**config.mk**
```make
export PLATFORM = sky130hd
export DESIGN_NAME = button_chord_detector_unit
export DESIGN_NICKNAME = d
export VERILOG_FILES = /design/src/rtl/core/bcd_pkg.sv /design/src/rtl/core/button_chord_detector_unit.sv /design/src/rtl/core/bcd_step.sv
export SDC_FILE = /design/constraint.sdc
export NUM_CORES = 1
export LEC_CHECK = 0
export BUFFER_PORTS_ARGS = -buffer_cell sky130_fd_sc_hd__buf_2
export CORE_ASPECT_RATIO = 1.5
export CORE_UTILIZATION = 23
export CTS_CLUSTER_DIAMETER = 40
export DETAILED_ROUTE_END_ITERATION = 7
export MAX_ROUTING_LAYER = met4
export SLEW_MARGIN = 20
export SYNTH_ARGS = -nofsm -noshare
export SYNTH_HDL_FRONTEND = slang
export SYNTH_HIERARCHICAL = 1
export SYNTH_SLANG_ARGS = --single-unit
```
**constraint.sdc**
```tcl
create_clock -name clk -period 4.15 [get_ports clk]
set_input_delay 1.0375 -clock clk [delete_from_list [all_inputs] [get_ports clk]]
set_output_delay 1.0375 -clock clk [all_outputs]
set_load 0.05 [all_outputs]
```
**src/rtl/core/bcd_pkg.sv**
```systemverilog
`timescale 1ns / 1ps
// ----------------------------------------------------------------------------
// bcd_pkg: shared types and codes of the button chord detector
// Word formats, chord and state records, command, event and register codes.
// ----------------------------------------------------------------------------
package bcd_pkg;

  localparam int unsigned BUTTON_W   = 32;
  localparam int unsigned AXIS_W     = 8;
  localparam int unsigned EVENT_W    = 2;
  localparam int unsigned CFG_IDX_W  = 3;
  localparam int unsigned CFG_DATA_W = 32;

  localparam logic [AXIS_W-1:0] THRESHOLD_RESET = 8'd128;

  // Commands carried in the cmd field.
  localparam logic CMD_SAMPLE = 1'b0;
  localparam logic CMD_FIRE   = 1'b1;

  // Fired chord selector.
  localparam logic ACT_HOME  = 1'b0;
  localparam logic ACT_QUICK = 1'b1;

  // Timer actions reported per chord.
  localparam logic [EVENT_W-1:0] EV_NONE   = 2'd0;
  localparam logic [EVENT_W-1:0] EV_ARM    = 2'd1;
  localparam logic [EVENT_W-1:0] EV_CANCEL = 2'd2;

  // Configuration register indexes.
  localparam logic [CFG_IDX_W-1:0] REG_HOME_BUTTONS      = 3'd0;
  localparam logic [CFG_IDX_W-1:0] REG_HOME_TRIGGERS     = 3'd1;
  localparam logic [CFG_IDX_W-1:0] REG_QUICK_BUTTONS     = 3'd2;
  localparam logic [CFG_IDX_W-1:0] REG_QUICK_TRIGGERS    = 3'd3;
  localparam logic [CFG_IDX_W-1:0] REG_TRIGGER_THRESHOLD = 3'd4;

  typedef struct packed {
    logic [BUTTON_W-1:0] buttons;
    logic                lt;
    logic                rt;
  } bcd_chord_t;

  typedef struct packed {
    logic [BUTTON_W-1:0] suppressed_mask;
    logic                suppress_left;
    logic                suppress_right;
    logic [1:0]          armed_flags;
  } bcd_state_t;

  typedef struct packed {
    logic                cmd;
    logic                fire_action;
    logic [BUTTON_W-1:0] buttons_in;
    logic [AXIS_W-1:0]   left_in;
    logic [AXIS_W-1:0]   right_in;
  } bcd_in_t;

  typedef struct packed {
    logic [BUTTON_W-1:0] buttons_out;
    logic [AXIS_W-1:0]   left_out;
    logic [AXIS_W-1:0]   right_out;
    logic [EVENT_W-1:0]  home_event;
    logic [EVENT_W-1:0]  quick_event;
  } bcd_out_t;

endpackage

```
**src/rtl/core/button_chord_detector_unit.sv**
```systemverilog
`timescale 1ns / 1ps
// ----------------------------------------------------------------------------
// button_chord_detector_unit: home and quick access chord detector
// Filters gamepad samples against two configured chords, tracks which
// chords are armed for the external hold timer and masks suppressed inputs.
// ----------------------------------------------------------------------------
//
//  Channel | Signals                      | Word
//  --------+------------------------------+-------------------------------
//  input   | in_valid, in_ready, in_data  | bcd_in_t: command and sample
//  output  | out_valid, out_ready,        | bcd_out_t: filtered sample and
//          | out_data                     | home and quick timer events
//  config  | cfg_we, cfg_index, cfg_data  | register write, no read-back
//
// Each input word is evaluated in the cycle it is accepted and its result lands in the
// output register at that edge, so one word per cycle is sustained while out_ready stays high.
// The block holds one result register: in_ready is high while that register is empty or
// being emptied in the same cycle, so a stalled output holds exactly one word back.
// Reset (rst, synchronous) clears the suppression and arming state, empties the output
// register and returns the configuration registers to their defaults.
//
module button_chord_detector_unit (
  input  logic                               clk,
  input  logic                               rst,
  input  logic                               in_valid,
  output logic                               in_ready,
  input  bcd_pkg::bcd_in_t                   in_data,
  output logic                               out_valid,
  input  logic                               out_ready,
  output bcd_pkg::bcd_out_t                  out_data,
  input  logic                               cfg_we,
  input  logic [bcd_pkg::CFG_IDX_W-1:0]      cfg_index,
  input  logic [bcd_pkg::CFG_DATA_W-1:0]     cfg_data
);

  // Configuration registers.
  bcd_pkg::bcd_chord_t            home_chord;
  bcd_pkg::bcd_chord_t            quick_chord;
  logic [bcd_pkg::AXIS_W-1:0]     threshold;

  // Suppression and arming state carried between words.
  bcd_pkg::bcd_state_t            state;
  bcd_pkg::bcd_state_t            state_next;
  bcd_pkg::bcd_out_t              result;
  logic                           accept;

  // The output register frees up whenever its word leaves this cycle.
  assign in_ready = !out_valid || out_ready;
  assign accept   = in_valid && in_ready;

  bcd_step u_step (
    .home_chord  (home_chord),
    .quick_chord (quick_chord),
    .threshold   (threshold),
    .state       (state),
    .item        (in_data),
    .state_next  (state_next),
    .result      (result)
  );

  // Configuration writes are to arrive only while the block is idle; the block does not enforce this.
  always_ff @(posedge clk) begin
    if (rst) begin
      home_chord  <= '0;
      quick_chord <= '0;
      threshold   <= bcd_pkg::THRESHOLD_RESET;
    end else if (cfg_we) begin
      unique case (cfg_index)
        bcd_pkg::REG_HOME_BUTTONS: begin
          home_chord.buttons <= cfg_data[bcd_pkg::BUTTON_W-1:0];
        end
        bcd_pkg::REG_HOME_TRIGGERS: begin
          home_chord.lt <= cfg_data[0];
          home_chord.rt <= cfg_data[1];
        end
        bcd_pkg::REG_QUICK_BUTTONS: begin
          quick_chord.buttons <= cfg_data[bcd_pkg::BUTTON_W-1:0];
        end
        bcd_pkg::REG_QUICK_TRIGGERS: begin
          quick_chord.lt <= cfg_data[0];
          quick_chord.rt <= cfg_data[1];
        end
        bcd_pkg::REG_TRIGGER_THRESHOLD: begin
          threshold <= cfg_data[bcd_pkg::AXIS_W-1:0];
        end
        default: begin
        end
      endcase
    end
  end

  // State advances only on an accepted word; the result register loads
  // with it and empties when the consumer takes the word.
  always_ff @(posedge clk) begin
    if (rst) begin
      state     <= '0;
      out_valid <= 1'b0;
    end else begin
      if (accept) begin
        state     <= state_next;
        out_valid <= 1'b1;
      end else if (out_ready) begin
        out_valid <= 1'b0;
      end
    end
  end

  always_ff @(posedge clk) begin
    if (accept) begin
      out_data <= result;
    end
  end

`ifndef SYNTHESIS
  // A fire command never reports a timer event for either chord.
  a_fire_no_event: assert property (@(posedge clk) disable iff (rst)
    accept && in_data.cmd == bcd_pkg::CMD_FIRE |=>
      out_data.home_event == bcd_pkg::EV_NONE &&
      out_data.quick_event == bcd_pkg::EV_NONE)
    else $error("fire command produced a timer event");

  // The fired chord is disarmed afterwards.
  a_fire_disarms: assert property (@(posedge clk) disable iff (rst)
    accept && in_data.cmd == bcd_pkg::CMD_FIRE |=>
      !state.armed_flags[$past(in_data.fire_action)])
    else $error("fired chord still armed");

  // An arm event leaves the home chord armed, a cancel leaves it disarmed.
  a_home_event_state: assert property (@(posedge clk) disable iff (rst)
    accept |=> (out_data.home_event != bcd_pkg::EV_ARM || state.armed_flags[0]) &&
               (out_data.home_event != bcd_pkg::EV_CANCEL || !state.armed_flags[0]))
    else $error("home event disagrees with armed state");

  // State changes only when a word is accepted.
  a_state_hold: assert property (@(posedge clk) disable iff (rst)
    !accept |=> $stable(state))
    else $error("chord state changed without an accepted word");
`endif

endmodule

```
**src/rtl/core/bcd_step.sv**
```systemverilog
`timescale 1ns / 1ps
// ----------------------------------------------------------------------------
// bcd_step: chord evaluation for one word
// Computes the filtered sample, the timer events and the next suppression
// and arming state from the current state and one input word.
// ----------------------------------------------------------------------------
module bcd_step (
  input  bcd_pkg::bcd_chord_t            home_chord,
  input  bcd_pkg::bcd_chord_t            quick_chord,
  input  logic [bcd_pkg::AXIS_W-1:0]     threshold,
  input  bcd_pkg::bcd_state_t            state,
  input  bcd_pkg::bcd_in_t               item,
  output bcd_pkg::bcd_state_t            state_next,
  output bcd_pkg::bcd_out_t              result
);

  function automatic logic chord_enabled(bcd_pkg::bcd_chord_t c);
    return (c.buttons != '0) || c.lt || c.rt;
  endfunction

  function automatic logic chord_same(bcd_pkg::bcd_chord_t a, bcd_pkg::bcd_chord_t b);
    return (a.buttons == b.buttons) && (a.lt == b.lt) && (a.rt == b.rt);
  endfunction

  function automatic logic chord_supp(bcd_pkg::bcd_chord_t c, bcd_pkg::bcd_state_t s);
    return ((c.buttons & s.suppressed_mask) != '0) ||
           (c.lt && s.suppress_left) || (c.rt && s.suppress_right);
  endfunction

  function automatic logic strictly_contains(bcd_pkg::bcd_chord_t outer,
                                             bcd_pkg::bcd_chord_t inner);
    logic contains;
    contains = ((outer.buttons & inner.buttons) == inner.buttons) &&
               (outer.lt || !inner.lt) && (outer.rt || !inner.rt);
    return chord_enabled(inner) && contains && !chord_same(outer, inner);
  endfunction

  bcd_pkg::bcd_chord_t ch [2];
  bcd_pkg::bcd_chord_t fired;
  bcd_pkg::bcd_state_t s_fire;
  bcd_pkg::bcd_state_t s_samp;
  logic                lp;
  logic                rp;
  logic [1:0]          raw;
  logic [1:0]          arm;
  logic [1:0]          armed_fire;
  logic [1:0]          armed_samp;
  logic [bcd_pkg::EVENT_W-1:0] ev [2];

  // A quick chord identical to an enabled home chord is treated as disabled.
  always_comb begin
    ch[0] = home_chord;
    ch[1] = quick_chord;
    if (chord_enabled(home_chord) && chord_same(home_chord, quick_chord)) begin
      ch[1] = '0;
    end
  end

  assign lp = (item.left_in >= threshold);
  assign rp = (item.right_in >= threshold);
  assign fired = (item.fire_action == bcd_pkg::ACT_QUICK) ? ch[1] : ch[0];

  // Fire: disarm the fired chord, suppress its inputs, then drop any armed chord that
  // now touches a suppressed input.
  always_comb begin
    armed_fire = state.armed_flags;
    armed_fire[item.fire_action] = 1'b0;
    s_fire.suppressed_mask = state.suppressed_mask | fired.buttons;
    s_fire.suppress_left   = state.suppress_left | fired.lt;
    s_fire.suppress_right  = state.suppress_right | fired.rt;
    for (int i = 0; i < 2; i++) begin
      if (armed_fire[i] && chord_supp(ch[i], s_fire)) begin
        armed_fire[i] = 1'b0;
      end
    end
    s_fire.armed_flags = armed_fire;
  end

  // Sample: release suppression of inputs let go, then arm or cancel.
  always_comb begin
    s_samp.suppressed_mask = state.suppressed_mask & item.buttons_in;
    s_samp.suppress_left   = state.suppress_left & lp;
    s_samp.suppress_right  = state.suppress_right & rp;
    s_samp.armed_flags     = 2'b00;
    armed_samp = state.armed_flags;
    for (int i = 0; i < 2; i++) begin
      raw[i] = chord_enabled(ch[i]) &&
               ((item.buttons_in & ch[i].buttons) == ch[i].buttons) &&
               (!ch[i].lt || lp) && (!ch[i].rt || rp);
    end
    for (int i = 0; i < 2; i++) begin
      arm[i] = raw[i] && !chord_supp(ch[i], s_samp) &&
               !(raw[1-i] && strictly_contains(ch[1-i], ch[i]));
      ev[i] = bcd_pkg::EV_NONE;
      if (arm[i] && !state.armed_flags[i]) begin
        armed_samp[i] = 1'b1;
        ev[i] = bcd_pkg::EV_ARM;
      end else if (!arm[i] && state.armed_flags[i]) begin
        armed_samp[i] = 1'b0;
        ev[i] = bcd_pkg::EV_CANCEL;
      end
    end
    s_samp.armed_flags = armed_samp;
  end

  always_comb begin
    if (item.cmd == bcd_pkg::CMD_FIRE) begin
      state_next         = s_fire;
      result.buttons_out = item.buttons_in & ~fired.buttons;
      result.left_out    = fired.lt ? '0 : item.left_in;
      result.right_out   = fired.rt ? '0 : item.right_in;
      result.home_event  = bcd_pkg::EV_NONE;
      result.quick_event = bcd_pkg::EV_NONE;
    end else begin
      state_next         = s_samp;
      result.buttons_out = item.buttons_in & ~s_samp.suppressed_mask;
      result.left_out    = s_samp.suppress_left ? '0 : item.left_in;
      result.right_out   = s_samp.suppress_right ? '0 : item.right_in;
      result.home_event  = ev[0];
      result.quick_event = ev[1];
    end
  end

endmodule

```
==> metrics <==
Syn Inst Count ~1500; final non-filler cell area around 15000 um^2; R2R Setup Slk around 19 ps; Fin. Hold Viols 0; Die X roughly 190 um; drt total wl between 60000 and 70000 um; actual slew at the worst max-slew pin roughly 1100 ps; endpoints failing setup 0; worst reg2reg startpoint home_chord[24]$_SDFFE_PP0P_; part of the cycle the worst path needs 0.9954; CP Data Required Time roughly 4400 ps; post-synthesis cell type count 66; crit path cell chain buf_6, xnor2_2, nand4_1, nor4_4, nand4_4, buf_6, buf_8, nand2_1, inv_1, ha_1, nand4_1, or4_4, nor4_4, nand4_1, o2111a_1, o211a_1; row count between 100 and 150; Syn-to-layout area delta 27.11%; top cells by area, synth dfxtp_1, edfxtp_1, ha_1; H-tree levels 4; first-pass GRT wire length a little over 90000 um; Leak Pwr roughly 6 nW; core area 50550 um^2; Yosys top cell by area dfxtp_1; total grt overflow 0; number of port buffers 143; max_slew headroom 0.2385; setup_tns 0 ps; reg2reg end out_data[1]$_DFFE_PP_; Min-Delay Path Depth 2; antenna violations before repair 0; worst reg-to-reg path cell count 16; residual DRC count 0; grt met3 use 0.03255; Post-synth top flop dfxtp_1; vias per cell 5.364; met2 layer usage reported by global route 0.4447; top-count cell post-synth nand2_1; minimum clock period approximately 4100 ps; global placer's final weighted congestion ~1.1; Avg Inst Size Synth just under 8 um^2; DR pass1 iterations 6; Worst Hold End threshold[6]$_SDFFE_PP0P_; clock root buffer master clkbuf_16; Starting Density 0.2321; Worst Hold Slack ~500 ps; power per standard cell area between 300 and 400 nW/um^2; fill count roughly 5500; hold buffers post-CTS 0; Synth Register Bits approximately 170; clock buffer depth 2; die height 278.6 um; Max Slew Vio Count 0; area share of the leading cell type in the synthesized netlist 0.1928; CP max FO 24; starting DRC count in detailed routing ~1200; yosys warns 6; busiest grt layer met2; cell area after placement 13970 um^2; flip-flop and latch area 3846 um^2; largest net degree at the start of global routing 80; status finished clean; Num CTS Buffers 17; number of global-route vias before repair approximately 13000; Vias ~13000; share of synthesized registers carrying an async set or reset 0; Net Count, Synth around 1700; CTS sink count 165; footprint of the multi-input gates 7186 um^2; Layout Skew approximately 17 ps; # nets final between 1500 and 2000; M1 GR Usage 0.2629; Post-DRT Antenna Nets 0; crit end category register; Clock Pin Slew Worst Setup and Hold Paths ~80 ps; Detailed Place HPWL roughly 52000 um; maxcap violations 0; TritonCTS clock tree built; Ports 144; die area 51940 um^2; VDD IR max a little under 0.3 mV; CP Class register to register; Worst-Skew Late Latency roughly 470 ps; Post-Syn Area about 12000 um^2; hold path start threshold[6]$_SDFFE_PP0P_; DR WL/cell around 28 um; CP most frequent cell nand4_1; Total Routing Usage GR 0.2570; Worst Hold Class register to register; Setup crit start kind register; worst endpoint data arrival time 4350 ps; number of flops mapped to enable cells by yosys 52; share of cells above drive strength 1 0.2544; Crit-path slowest cell or4_4; Max stage delay on crit path between 500 and 600 ps; Commonest cells post-synth nand2_1, a21oi_1, dfxtp_1; fmax between 200 and 250 MHz; sequential area share after synthesis 0.3259
[cell type report]
type,count,share of cell area
antenna,1,0.0001678
multi-input combinational,1119,0.4818
clock inverter,15,0.01359
sequential,165,0.2579
clock buffer,17,0.02852
tap,669,0.05612
inverter,90,0.02265
timing repair buffer,312,0.1393
[state kept, by name, indices dropped and copies added, names as in the netlist]
name,cells
home_chord,34
state,36
out_data,52
threshold,8
out_valid,1
quick_chord,34
[kinds of logic after synthesis]
logic type,share of synthesized area
buffers and inverters,0.08125
multiplexers,0.009384
AO/OA/AOI/OAI,0.2241
adder cells (fa/ha/maj),0.08851
XOR/XNOR,0.02463
flip-flops,0.3259
AND/OR/NAND/NOR,0.2462
[worst max path at each step]
| stage | startpoint | endpoint | slack, ps | depth (start not counted) |
|---|---|---|---|---|
| floorplan | home_chord[22]$_SDFFE_PP0P_ | out_data[1]$_DFFE_PP_ | 370 | 17 |
| global placement | home_chord[0]$_SDFFE_PP0P_ | out_data[2]$_DFFE_PP_ | -140 | 17 |
| detailed placement | home_chord[0]$_SDFFE_PP0P_ | out_data[1]$_DFFE_PP_ | -170 | 15 |
| CTS | home_chord[27]$_SDFFE_PP0P_ | out_data[1]$_DFFE_PP_ | 9 | 16 |
| global route | home_chord[24]$_SDFFE_PP0P_ | out_data[1]$_DFFE_PP_ | -30 | 17 |
| finish | home_chord[24]$_SDFFE_PP0P_ | out_data[1]$_DFFE_PP_ | 20 | 16 |
[report_power, final]
part,internal [mW],switching [mW]
Clock,0.879,0.850
Sequential,1.73,0.0384
Combinational,0.346,0.705
Total,2.95,1.59
[cells in the final DEF (no fill, tap or decap), types with 6 or more instances in the layout]
cell	n
a2111oi_0	9
dfxtp_2	15
nor2b_1	60
nand2_1	169
o31ai_1	40
buf_2	142
a221oi_1	7
and3_1	6
nor2_1	98
clkbuf_16	18
nand3_1	104
nor3_1	11
a31oi_1	34
ha_1	83
dfxtp_1	97
o22ai_1	11
inv_1	88
nand4_1	52
o21ai_0	88
xnor2_1	19
nor4_1	32
a21oi_1	140
xnor2_2	9
edfxtp_1	52
nand2b_1	10
a21bo_2	36
mux2i_1	11
nor4_2	7
buf_4	160
[routing by layer]
layer | vias to the layer above | wire length [um]
li1 | 5791 | -
met5 | - | 0
met1 | 6233 | 23690
met3 | 183 | 3341
met4 | 0 | 5981
met2 | 603 | 33020
[worst max-delay path, delay by kind of cell, from the launching register on]
| kind | cells | cell delay (ps) |
|---|---|---|
| and+or+nand+nor | 8 | 2020 |
| AOI/OAI and AO/OA | 2 | 540 |
| adders and majority gates | 1 | 300 |
| xor gates and xnor gates | 1 | 170 |
| buffers and inverters | 4 | 520 |
| DFF | 1 | 330 |
[metrics by stage]
stage                     setup slack [ps]  power (mW)  instances  utilization
after floorplan                      365.1       2.328       1519            -
after global placement              -140.5       2.775       2349       0.2763
after detailed placement            -173.3       2.778       2349       0.2763
after CTS                            9.456       4.514       2381       0.2896
after global routing                -25.04       4.681       2387       0.2950
final                                19.18       4.547       2388       0.2951
[what timing repair did]
action	CTS	global route
gates cloned	0	1
endpoints found under the hold margin	0	0
setup endpoints to repair	6	6
setup buffers	0	7
pin swaps	2	16
resized for setup	7	46
No activity file was read; power rests on OpenSTA's default activity.
